===== config.mk =====
export PLATFORM = sky130hd
export DESIGN_NAME = shortest_queue_dispatcher
export DESIGN_NICKNAME = d
export VERILOG_FILES = /design/src/hw/rtl/sqd_pkg.sv /design/src/hw/rtl/shortest_queue_dispatcher.sv /design/src/hw/rtl/sqd_ram.sv /design/src/hw/rtl/sqd_shortest.sv
export SDC_FILE = /design/constraint.sdc
export NUM_CORES = 2
export LEC_CHECK = 0
export BUFFER_PORTS_ARGS = -buffer_cell sky130_fd_sc_hd__buf_2
export CAP_MARGIN = 30
export CORE_MARGIN = 3
export CORE_UTILIZATION = 50
export DETAILED_ROUTE_END_ITERATION = 10
export MAX_ROUTING_LAYER = met4
export PLACE_DENSITY = 0.71
export SLEW_MARGIN = 30
export SYNTH_ARGS = -nofsm -noshare
export SYNTH_HDL_FRONTEND = slang
export SYNTH_SLANG_ARGS = --single-unit

===== constraint.sdc =====
create_clock -name clk -period 7.4 [get_ports clk]
set_input_delay 0.37 -clock clk [delete_from_list [all_inputs] [get_ports clk]]
set_output_delay 0.37 -clock clk [all_outputs]
set_load 0.03 [all_outputs]

===== src/hw/rtl/sqd_pkg.sv =====
`timescale 1ns / 1ps
`default_nettype none

package sqd_pkg;

    localparam int NUM_QUEUES_DEF  = 4;
    localparam int QUEUE_DEPTH_DEF = 16;

    localparam int CMD_W   = 2;
    localparam int SEL_W   = 2;
    localparam int STAMP_W = 16;
    localparam int COUNT_W = 8;
    localparam int ENTRY_W = STAMP_W + COUNT_W;
    localparam int QIDX_W  = 2;
    localparam int STAT_W  = 2;
    localparam int LEN_W   = 5;

    localparam logic [CMD_W-1:0] CMD_OFFER = 2'd0;
    localparam logic [CMD_W-1:0] CMD_TAKE  = 2'd1;
    localparam logic [CMD_W-1:0] CMD_PEEK  = 2'd2;

    localparam logic [STAT_W-1:0] ST_OK    = 2'd0;
    localparam logic [STAT_W-1:0] ST_EMPTY = 2'd1;
    localparam logic [STAT_W-1:0] ST_FULL  = 2'd2;

endpackage

`default_nettype wire


===== src/hw/rtl/shortest_queue_dispatcher.sv =====
// Join-shortest-queue dispatcher over NUM_QUEUES FIFO queues of QUEUE_DEPTH entries.
// Input channel (in_valid/in_ready) carries one command: offer places arrival_stamp
// and article_count at the tail of the shortest queue, lowest index on a tie; take
// removes and returns the head of queue_sel; peek returns it without removing it.
// Output channel (out_valid/out_ready) carries exactly one result per command, in
// order: queue_index, status (ok, empty, all full), the head fields and length_after.
// A result passes the read stage, then the output register. Up to one command is
// taken per cycle: queue lengths and pointers live in flip-flops beside the entry
// RAM, whose single registered read port sits between the two stages, so each command
// costs at most one RAM access and overlapping accesses never touch the same entry.
// When the receiver stalls, the result is held in the output register and one more
// command may sit in the read stage; in_ready then falls until the output moves.
// Reset clears all pointers, lengths and valid flags; the entry RAM is not cleared,
// as an entry is only read once it has been written.
`timescale 1ns / 1ps
`default_nettype none

module shortest_queue_dispatcher
    import sqd_pkg::*;
#(
    parameter int NUM_QUEUES  = NUM_QUEUES_DEF,
    parameter int QUEUE_DEPTH = QUEUE_DEPTH_DEF
)(
    input  wire logic               clk,
    input  wire logic               rst_n,
    input  wire logic               in_valid,
    output logic                    in_ready,
    input  wire logic [CMD_W-1:0]   cmd,
    input  wire logic [SEL_W-1:0]   queue_sel,
    input  wire logic [STAMP_W-1:0] arrival_stamp,
    input  wire logic [COUNT_W-1:0] article_count,
    output logic                    out_valid,
    input  wire logic               out_ready,
    output logic [QIDX_W-1:0]       queue_index,
    output logic [STAT_W-1:0]       status,
    output logic [STAMP_W-1:0]      head_stamp,
    output logic [COUNT_W-1:0]      head_articles,
    output logic [LEN_W-1:0]        length_after
);

    localparam int QW        = $clog2(NUM_QUEUES);
    localparam int PW        = $clog2(QUEUE_DEPTH);
    localparam int LW        = $clog2(QUEUE_DEPTH + 1);
    localparam int RAM_DEPTH = NUM_QUEUES * QUEUE_DEPTH;
    localparam int AW        = $clog2(RAM_DEPTH);

    localparam logic [PW-1:0] PTR_LAST = PW'(QUEUE_DEPTH - 1);

    // Queue state
    logic [PW-1:0] head_reg [NUM_QUEUES];
    logic [PW-1:0] head_next [NUM_QUEUES];
    logic [PW-1:0] tail_reg [NUM_QUEUES];
    logic [PW-1:0] tail_next [NUM_QUEUES];
    logic [LW-1:0] len_reg [NUM_QUEUES];
    logic [LW-1:0] len_next [NUM_QUEUES];

    // Read stage
    logic              s1_valid_reg, s1_valid_next;
    logic [QIDX_W-1:0] s1_q_reg, s1_q_next;
    logic [STAT_W-1:0] s1_st_reg, s1_st_next;
    logic [LEN_W-1:0]  s1_len_reg, s1_len_next;
    logic              s1_hit_reg, s1_hit_next;

    // Output register
    logic               out_valid_reg, out_valid_next;
    logic [QIDX_W-1:0]  out_q_reg, out_q_next;
    logic [STAT_W-1:0]  out_st_reg, out_st_next;
    logic [STAMP_W-1:0] out_stamp_reg, out_stamp_next;
    logic [COUNT_W-1:0] out_art_reg, out_art_next;
    logic [LEN_W-1:0]   out_len_reg, out_len_next;

    logic          accept;
    logic          s1_advance;
    logic [3:0]    sel_ext;
    logic [3:0]    sel_mod;
    logic [QW-1:0] sel_q;
    logic [LW-1:0] len_sel;
    logic [QW-1:0] best;
    logic [LW-1:0] best_len;
    logic          all_full;

    logic [QW-1:0]      res_q;
    logic [STAT_W-1:0]  res_st;
    logic [LW-1:0]      res_len;
    logic               res_hit;
    logic [QW+1:0]      res_q_pad;
    logic [LW+4:0]      res_len_pad;

    logic               ram_we;
    logic               ram_re;
    logic [AW-1:0]      ram_waddr;
    logic [AW-1:0]      ram_raddr;
    logic [ENTRY_W-1:0] ram_wdata;
    logic [ENTRY_W-1:0] ram_rdata;

    sqd_shortest #(
        .NUM_QUEUES  (NUM_QUEUES),
        .QUEUE_DEPTH (QUEUE_DEPTH)
    ) u_shortest (
        .lengths  (len_reg),
        .best     (best),
        .best_len (best_len),
        .all_full (all_full)
    );

    sqd_ram #(
        .WIDTH (ENTRY_W),
        .DEPTH (RAM_DEPTH)
    ) u_entry_ram (
        .clk   (clk),
        .we    (ram_we),
        .waddr (ram_waddr),
        .wdata (ram_wdata),
        .re    (ram_re),
        .raddr (ram_raddr),
        .rdata (ram_rdata)
    );

    assign s1_advance = s1_valid_reg && (!out_valid_reg || out_ready);
    assign in_ready   = !s1_valid_reg || s1_advance;
    assign accept     = in_valid && in_ready;

    // The selector is at most three, below twice any queue count of two or more, so one
    // conditional subtract reduces it.
    assign sel_ext = {2'b00, queue_sel};
    assign sel_mod = (sel_ext >= 4'(NUM_QUEUES)) ? sel_ext - 4'(NUM_QUEUES) : sel_ext;
    assign sel_q   = QW'(sel_mod);
    assign len_sel = len_reg[sel_q];

    assign ram_waddr = AW'(AW'(best) * AW'(QUEUE_DEPTH)) + AW'(tail_reg[best]);
    assign ram_raddr = AW'(AW'(sel_q) * AW'(QUEUE_DEPTH)) + AW'(head_reg[sel_q]);
    assign ram_wdata = {arrival_stamp, article_count};

    always_comb
    begin
        for (int q = 0; q < NUM_QUEUES; q++)
        begin
            head_next[q] = head_reg[q];
            tail_next[q] = tail_reg[q];
            len_next[q]  = len_reg[q];
        end
        ram_we  = 1'b0;
        ram_re  = 1'b0;
        res_q   = sel_q;
        res_st  = ST_OK;
        res_len = len_sel;
        res_hit = 1'b0;

        unique case (cmd) inside
            CMD_OFFER:
            begin
                if (all_full)
                begin
                    res_q   = '0;
                    res_st  = ST_FULL;
                    res_len = len_reg[0];
                end
                else
                begin
                    res_q   = best;
                    res_len = best_len + 1'b1;
                    if (accept)
                    begin
                        ram_we          = 1'b1;
                        tail_next[best] = (tail_reg[best] == PTR_LAST) ?
                                          '0 : tail_reg[best] + 1'b1;
                        len_next[best]  = best_len + 1'b1;
                    end
                end
            end
            CMD_TAKE, CMD_PEEK:
            begin
                if (len_sel == '0)
                begin
                    res_st  = ST_EMPTY;
                    res_len = '0;
                end
                else
                begin
                    res_hit = 1'b1;
                    ram_re  = accept;
                    if (cmd == CMD_TAKE)
                    begin
                        res_len = len_sel - 1'b1;
                        if (accept)
                        begin
                            head_next[sel_q] = (head_reg[sel_q] == PTR_LAST) ?
                                               '0 : head_reg[sel_q] + 1'b1;
                            len_next[sel_q]  = len_sel - 1'b1;
                        end
                    end
                end
            end
            default:
            begin
            end
        endcase
    end

    // Results are reported in the fixed port widths, keeping the low bits.
    assign res_q_pad   = {2'b00, res_q};
    assign res_len_pad = {5'b00000, res_len};

    always_comb
    begin
        s1_valid_next = s1_valid_reg;
        s1_q_next     = s1_q_reg;
        s1_st_next    = s1_st_reg;
        s1_len_next   = s1_len_reg;
        s1_hit_next   = s1_hit_reg;
        if (accept)
        begin
            s1_valid_next = 1'b1;
            s1_q_next     = res_q_pad[QIDX_W-1:0];
            s1_st_next    = res_st;
            s1_len_next   = res_len_pad[LEN_W-1:0];
            s1_hit_next   = res_hit;
        end
        else if (s1_advance)
        begin
            s1_valid_next = 1'b0;
        end
    end

    always_comb
    begin
        out_valid_next = out_valid_reg;
        out_q_next     = out_q_reg;
        out_st_next    = out_st_reg;
        out_stamp_next = out_stamp_reg;
        out_art_next   = out_art_reg;
        out_len_next   = out_len_reg;
        if (s1_advance)
        begin
            out_valid_next = 1'b1;
            out_q_next     = s1_q_reg;
            out_st_next    = s1_st_reg;
            out_stamp_next = s1_hit_reg ? ram_rdata[ENTRY_W-1:COUNT_W] : '0;
            out_art_next   = s1_hit_reg ? ram_rdata[COUNT_W-1:0] : '0;
            out_len_next   = s1_len_reg;
        end
        else if (out_valid_reg && out_ready)
        begin
            out_valid_next = 1'b0;
        end
    end

    always_ff @(posedge clk or negedge rst_n)
    begin
        if (!rst_n)
        begin
            for (int q = 0; q < NUM_QUEUES; q++)
            begin
                head_reg[q] <= '0;
                tail_reg[q] <= '0;
                len_reg[q]  <= '0;
            end
            s1_valid_reg  <= 1'b0;
            out_valid_reg <= 1'b0;
        end
        else
        begin
            for (int q = 0; q < NUM_QUEUES; q++)
            begin
                head_reg[q] <= head_next[q];
                tail_reg[q] <= tail_next[q];
                len_reg[q]  <= len_next[q];
            end
            s1_valid_reg  <= s1_valid_next;
            out_valid_reg <= out_valid_next;
        end
    end

    always_ff @(posedge clk)
    begin
        s1_q_reg      <= s1_q_next;
        s1_st_reg     <= s1_st_next;
        s1_len_reg    <= s1_len_next;
        s1_hit_reg    <= s1_hit_next;
        out_q_reg     <= out_q_next;
        out_st_reg    <= out_st_next;
        out_stamp_reg <= out_stamp_next;
        out_art_reg   <= out_art_next;
        out_len_reg   <= out_len_next;
    end

    assign out_valid     = out_valid_reg;
    assign queue_index   = out_q_reg;
    assign status        = out_st_reg;
    assign head_stamp    = out_stamp_reg;
    assign head_articles = out_art_reg;
    assign length_after  = out_len_reg;

endmodule

`default_nettype wire


===== src/hw/rtl/sqd_ram.sv =====
`timescale 1ns / 1ps
`default_nettype none

module sqd_ram #(
    parameter int WIDTH = 24,
    parameter int DEPTH = 64
)(
    input  wire logic                     clk,
    input  wire logic                     we,
    input  wire logic [$clog2(DEPTH)-1:0] waddr,
    input  wire logic [WIDTH-1:0]         wdata,
    input  wire logic                     re,
    input  wire logic [$clog2(DEPTH)-1:0] raddr,
    output logic      [WIDTH-1:0]         rdata
);

    logic [WIDTH-1:0] mem [DEPTH];
    logic [WIDTH-1:0] rdata_reg;

    always_ff @(posedge clk)
    begin
        if (we)
        begin
            mem[waddr] <= wdata;
        end
        if (re)
        begin
            rdata_reg <= mem[raddr];
        end
    end

    assign rdata = rdata_reg;

endmodule

`default_nettype wire


===== src/hw/rtl/sqd_shortest.sv =====
`timescale 1ns / 1ps
`default_nettype none

module sqd_shortest #(
    parameter int NUM_QUEUES  = 4,
    parameter int QUEUE_DEPTH = 16
)(
    input  wire logic [$clog2(QUEUE_DEPTH+1)-1:0] lengths [NUM_QUEUES],
    output logic      [$clog2(NUM_QUEUES)-1:0]    best,
    output logic      [$clog2(QUEUE_DEPTH+1)-1:0] best_len,
    output logic                                  all_full
);

    localparam int QW = $clog2(NUM_QUEUES);
    localparam int LW = $clog2(QUEUE_DEPTH + 1);

    // A strict less-than keeps the lowest index on a tie.
    always_comb
    begin
        best     = '0;
        best_len = lengths[0];
        for (int q = 1; q < NUM_QUEUES; q++)
        begin
            if (lengths[q] < best_len)
            begin
                best     = QW'(q);
                best_len = lengths[q];
            end
        end
    end

    assign all_full = (best_len >= LW'(QUEUE_DEPTH));

endmodule

`default_nettype wire


==> impl_metrics.py <==
metrics = {
    "status": {
        "outcome": "complete, no violations",
    },
    "sta": {
        "finalHoldViolations": 0,
        "finClkSkew_ns": 0.0204,
        "rsz0062_at_grt": "false",
        "drv_slew": 0,
        "relSlewSlack_pct": 33.0,
        "setup-violations-final": 0,
        "setup_tns_ns": 0,
        "max_freq_mhz": 149,
        "holdWs_ns": 0.212,
        "worst_slew_pin_slew_ns": 1.01,
        "period_minus_slack_ns": 6.73,
        "period_share_pct": 90.9,
    },
    "detailed_routing": {
        "vias_per_cell": 6.32,
        "totalWireLength_um": 163000,
        "via_count": 32100,
        "drtAntennaViolNets": 0,
        "first_iter_violations": 4233,
        "wl_per_cell_um": 32.2,
        "firstDrtPassIters": 5,
        "post-route-drc-count": 0,
    },
    "clocking": {
        "cts_tree": "built",
        "cts_root_buffer": "clkbuf_16",
        "clkTransAtPathRegs_ns": 0.07,
        "cts_setup_buffers": 0,
        "htree_num_levels": 4,
        "postCtsHoldBufs": 4,
        "cts_sinks": 1657,
        "numCtsBuffers": 161,
        "ctsLongestPathBuffers": 3,
        "clk_latency_ns": 0.78,
        "cts_resized": 0,
    },
    "grt": {
        "grt_max_degree": 84,
        "grt_pass1_vias": 32200,
        "grt-ovfl-total": 0,
        "antenna_found_initial": 6,
        "grt_pass1_wl_um": 237000,
        "grt_usage_pct": 25.2,
    },
    "floorplan": {
        "die-width_um": 368,
        "io-pin-count": 67,
        "core_area_um2": 130000,
        "num_rows": 132,
        "fp.dieArea_um2": 135000,
        "start_util_pct": 50.5,
        "die_h_um": 368,
    },
    "logic_synthesis": {
        "synth_fp_nets": 3007,
        "ys_seq_area_share_pct": 75.5,
        "yosysUniqueCellTypes": 81,
        "synth_edf_count": 1603,
        "synth_area_um2": 65500,
        "syn_area_per_cell_um2": 22.2,
        "yosysWarnings": 0,
        "yosys_register_bits": 1657,
        "synth_ff_type": "edfxtp_1",
        "synth_cells": 2957,
        "async_flop_share_pct": 3.26,
    },
    "cells_and_area": {
        "drive_gt1_share_pct": 30.4,
        "seq_area_um2": 49500,
        "final_cell_mix": "1603 x edfxtp_1, 439 x mux4_2, 232 x mux2i_1",
        "fillCellCount": 9208,
        "largest_reg_flops": 1536,
        "finalNetCount": 3248,
        "multi_input_area_um2": 15400,
        "syn2layout_area_growth_pct": 14.1,
        "final_common_cell": "edfxtp_1",
    },
    "pwr": {
        "ir_drop_mv": 0.659,
        "power.density_nw_per_um2": 415,
        "p_leak_nw": 24.0,
    },
    "min_path": {
        "min_path_type": "in -> reg",
    },
    "critical_path": {
        "worstPathRequired_ns": 7.85,
        "cp.arrival_ns": 7.18,
        "critPathCaptureType": "register",
        "startpoint_type": "register",
        "crit_fanout": 16,
        "path_class": "reg -> reg",
    },
    "placement": {
        "port_buffers": 66,
        "dp_hpwl_um": 97800,
        "gp_congestion": 0.927,
    },
    "job": {
        "cap_violations": 0,
    },
}
-- where the power goes --
group	switching, W	internal (W)
registers	0.000229	0.0108
logic	0.00730	0.00452
clock network	0.00343	0.00472
-- kinds of logic after synthesis --
| logic type | synth area share [%] |
|---|---|
| flip-flops | 75.5 |
| multiplexers | 19.2 |
| AND/OR/NAND/NOR | 1.86 |
| buffers and inverters | 1.18 |
| AO/OA/AOI/OAI | 1.81 |
| adder cells (fa/ha/maj) | 0.344 |
| XOR/XNOR | 0.107 |
-- layer usage --
metal	up-vias	GRT usage, %	wire (um)
li1	13000	-	-
met5	-	-	0
met3	245	5.45	15700
met1	17100	35.4	64500
met2	1744	38.0	78600
met4	0	6.72	4360
-- Yosys cell counts, drive strengths merged, types with 9 or more instances --
| cell type | instances | share of area, % |
|---|---|---|
| inv | 31 | 0.18 |
| dfrtp | 54 | 2.1 |
| nor3 | 31 | 0.24 |
| and2 | 29 | 0.28 |
| mux2i | 233 | 3.6 |
| nand3 | 25 | 0.21 |
| o21ai | 30 | 0.27 |
| ha | 18 | 0.34 |
| nor2 | 93 | 0.56 |
| mux2 | 27 | 0.46 |
| edfxtp | 1603 | 73 |
| nand2 | 36 | 0.21 |
| a31oi | 9 | 0.11 |
| a21oi | 25 | 0.23 |
| mux4 | 441 | 15 |
| buf | 90 | 0.69 |
| clkbuf | 53 | 0.30 |
-- worst paths after layout --
path                            slack, ns  cells past startpoint              from                      end
worst max-delay path                 0.67                     24       len_reg[17]    u_entry_ram.mem[6][0]
worst min-delay path                 0.21                      1  arrival_stamp[9]  u_entry_ram.mem[63][17]
worst max register to register       0.67                     24       len_reg[17]    u_entry_ram.mem[6][0]
worst min register to register       0.42                      0     s1_len_reg[4]          length_after[4]
max in group asynchronous            6.59                      3             rst_n              len_reg[14]
min in group asynchronous            0.27                      3             rst_n             s1_valid_reg
-- metrics by stage --
step / total power [W] / cells / area (um^2) / setup slack [ns] / utilization [%]
floorplan: 0.0184 / 2957 / 65500 / 0.245 / -
global placement: 0.0229 / 4772 / 69500 / 0.874 / 53.5
detailed placement: 0.0229 / 4772 / 69500 / 0.745 / 53.5
finish: 0.0310 / 5075 / 74800 / 0.670 / 57.6
CTS: 0.0311 / 5069 / 74700 / 0.698 / 57.6
global route: 0.0321 / 5073 / 74800 / 0.247 / 57.6
-- final cells by class --
type,count,share of cell area [%]
multi-input combinational,1126,20.6
sequential,1657,66.2
inverter,31,0.169
clock inverter,100,1.42
antenna,5,0.0167
tap,1742,2.91
timing repair buffer,221,3.07
clock buffer,193,5.60
-- worst max-delay path: stages (launching register included) --
cell and delay, ns:
dfrtp_1 0.41, inv_1 0.09, ha_1 0.31, a21oi_2 0.23, o21ai_1 0.19, a21oi_2 0.33
mux2i_1 0.41, ha_1 0.31, nand2_1 0.11, nor3_1 0.07, a21oi_2 0.21, a32o_2 0.32
nand2_1 0.16, o21ai_0 0.32, ha_1 0.30, a2111oi_0 0.42, buf_4 0.20, and2_2 0.21
a31oi_4 0.21, mux2i_1 0.35, inv_1 0.17, or3_1 0.43, buf_12 0.20, nor2_2 0.14
buf_4 0.27
Note: power is estimated with default switching activity, not from simulation.
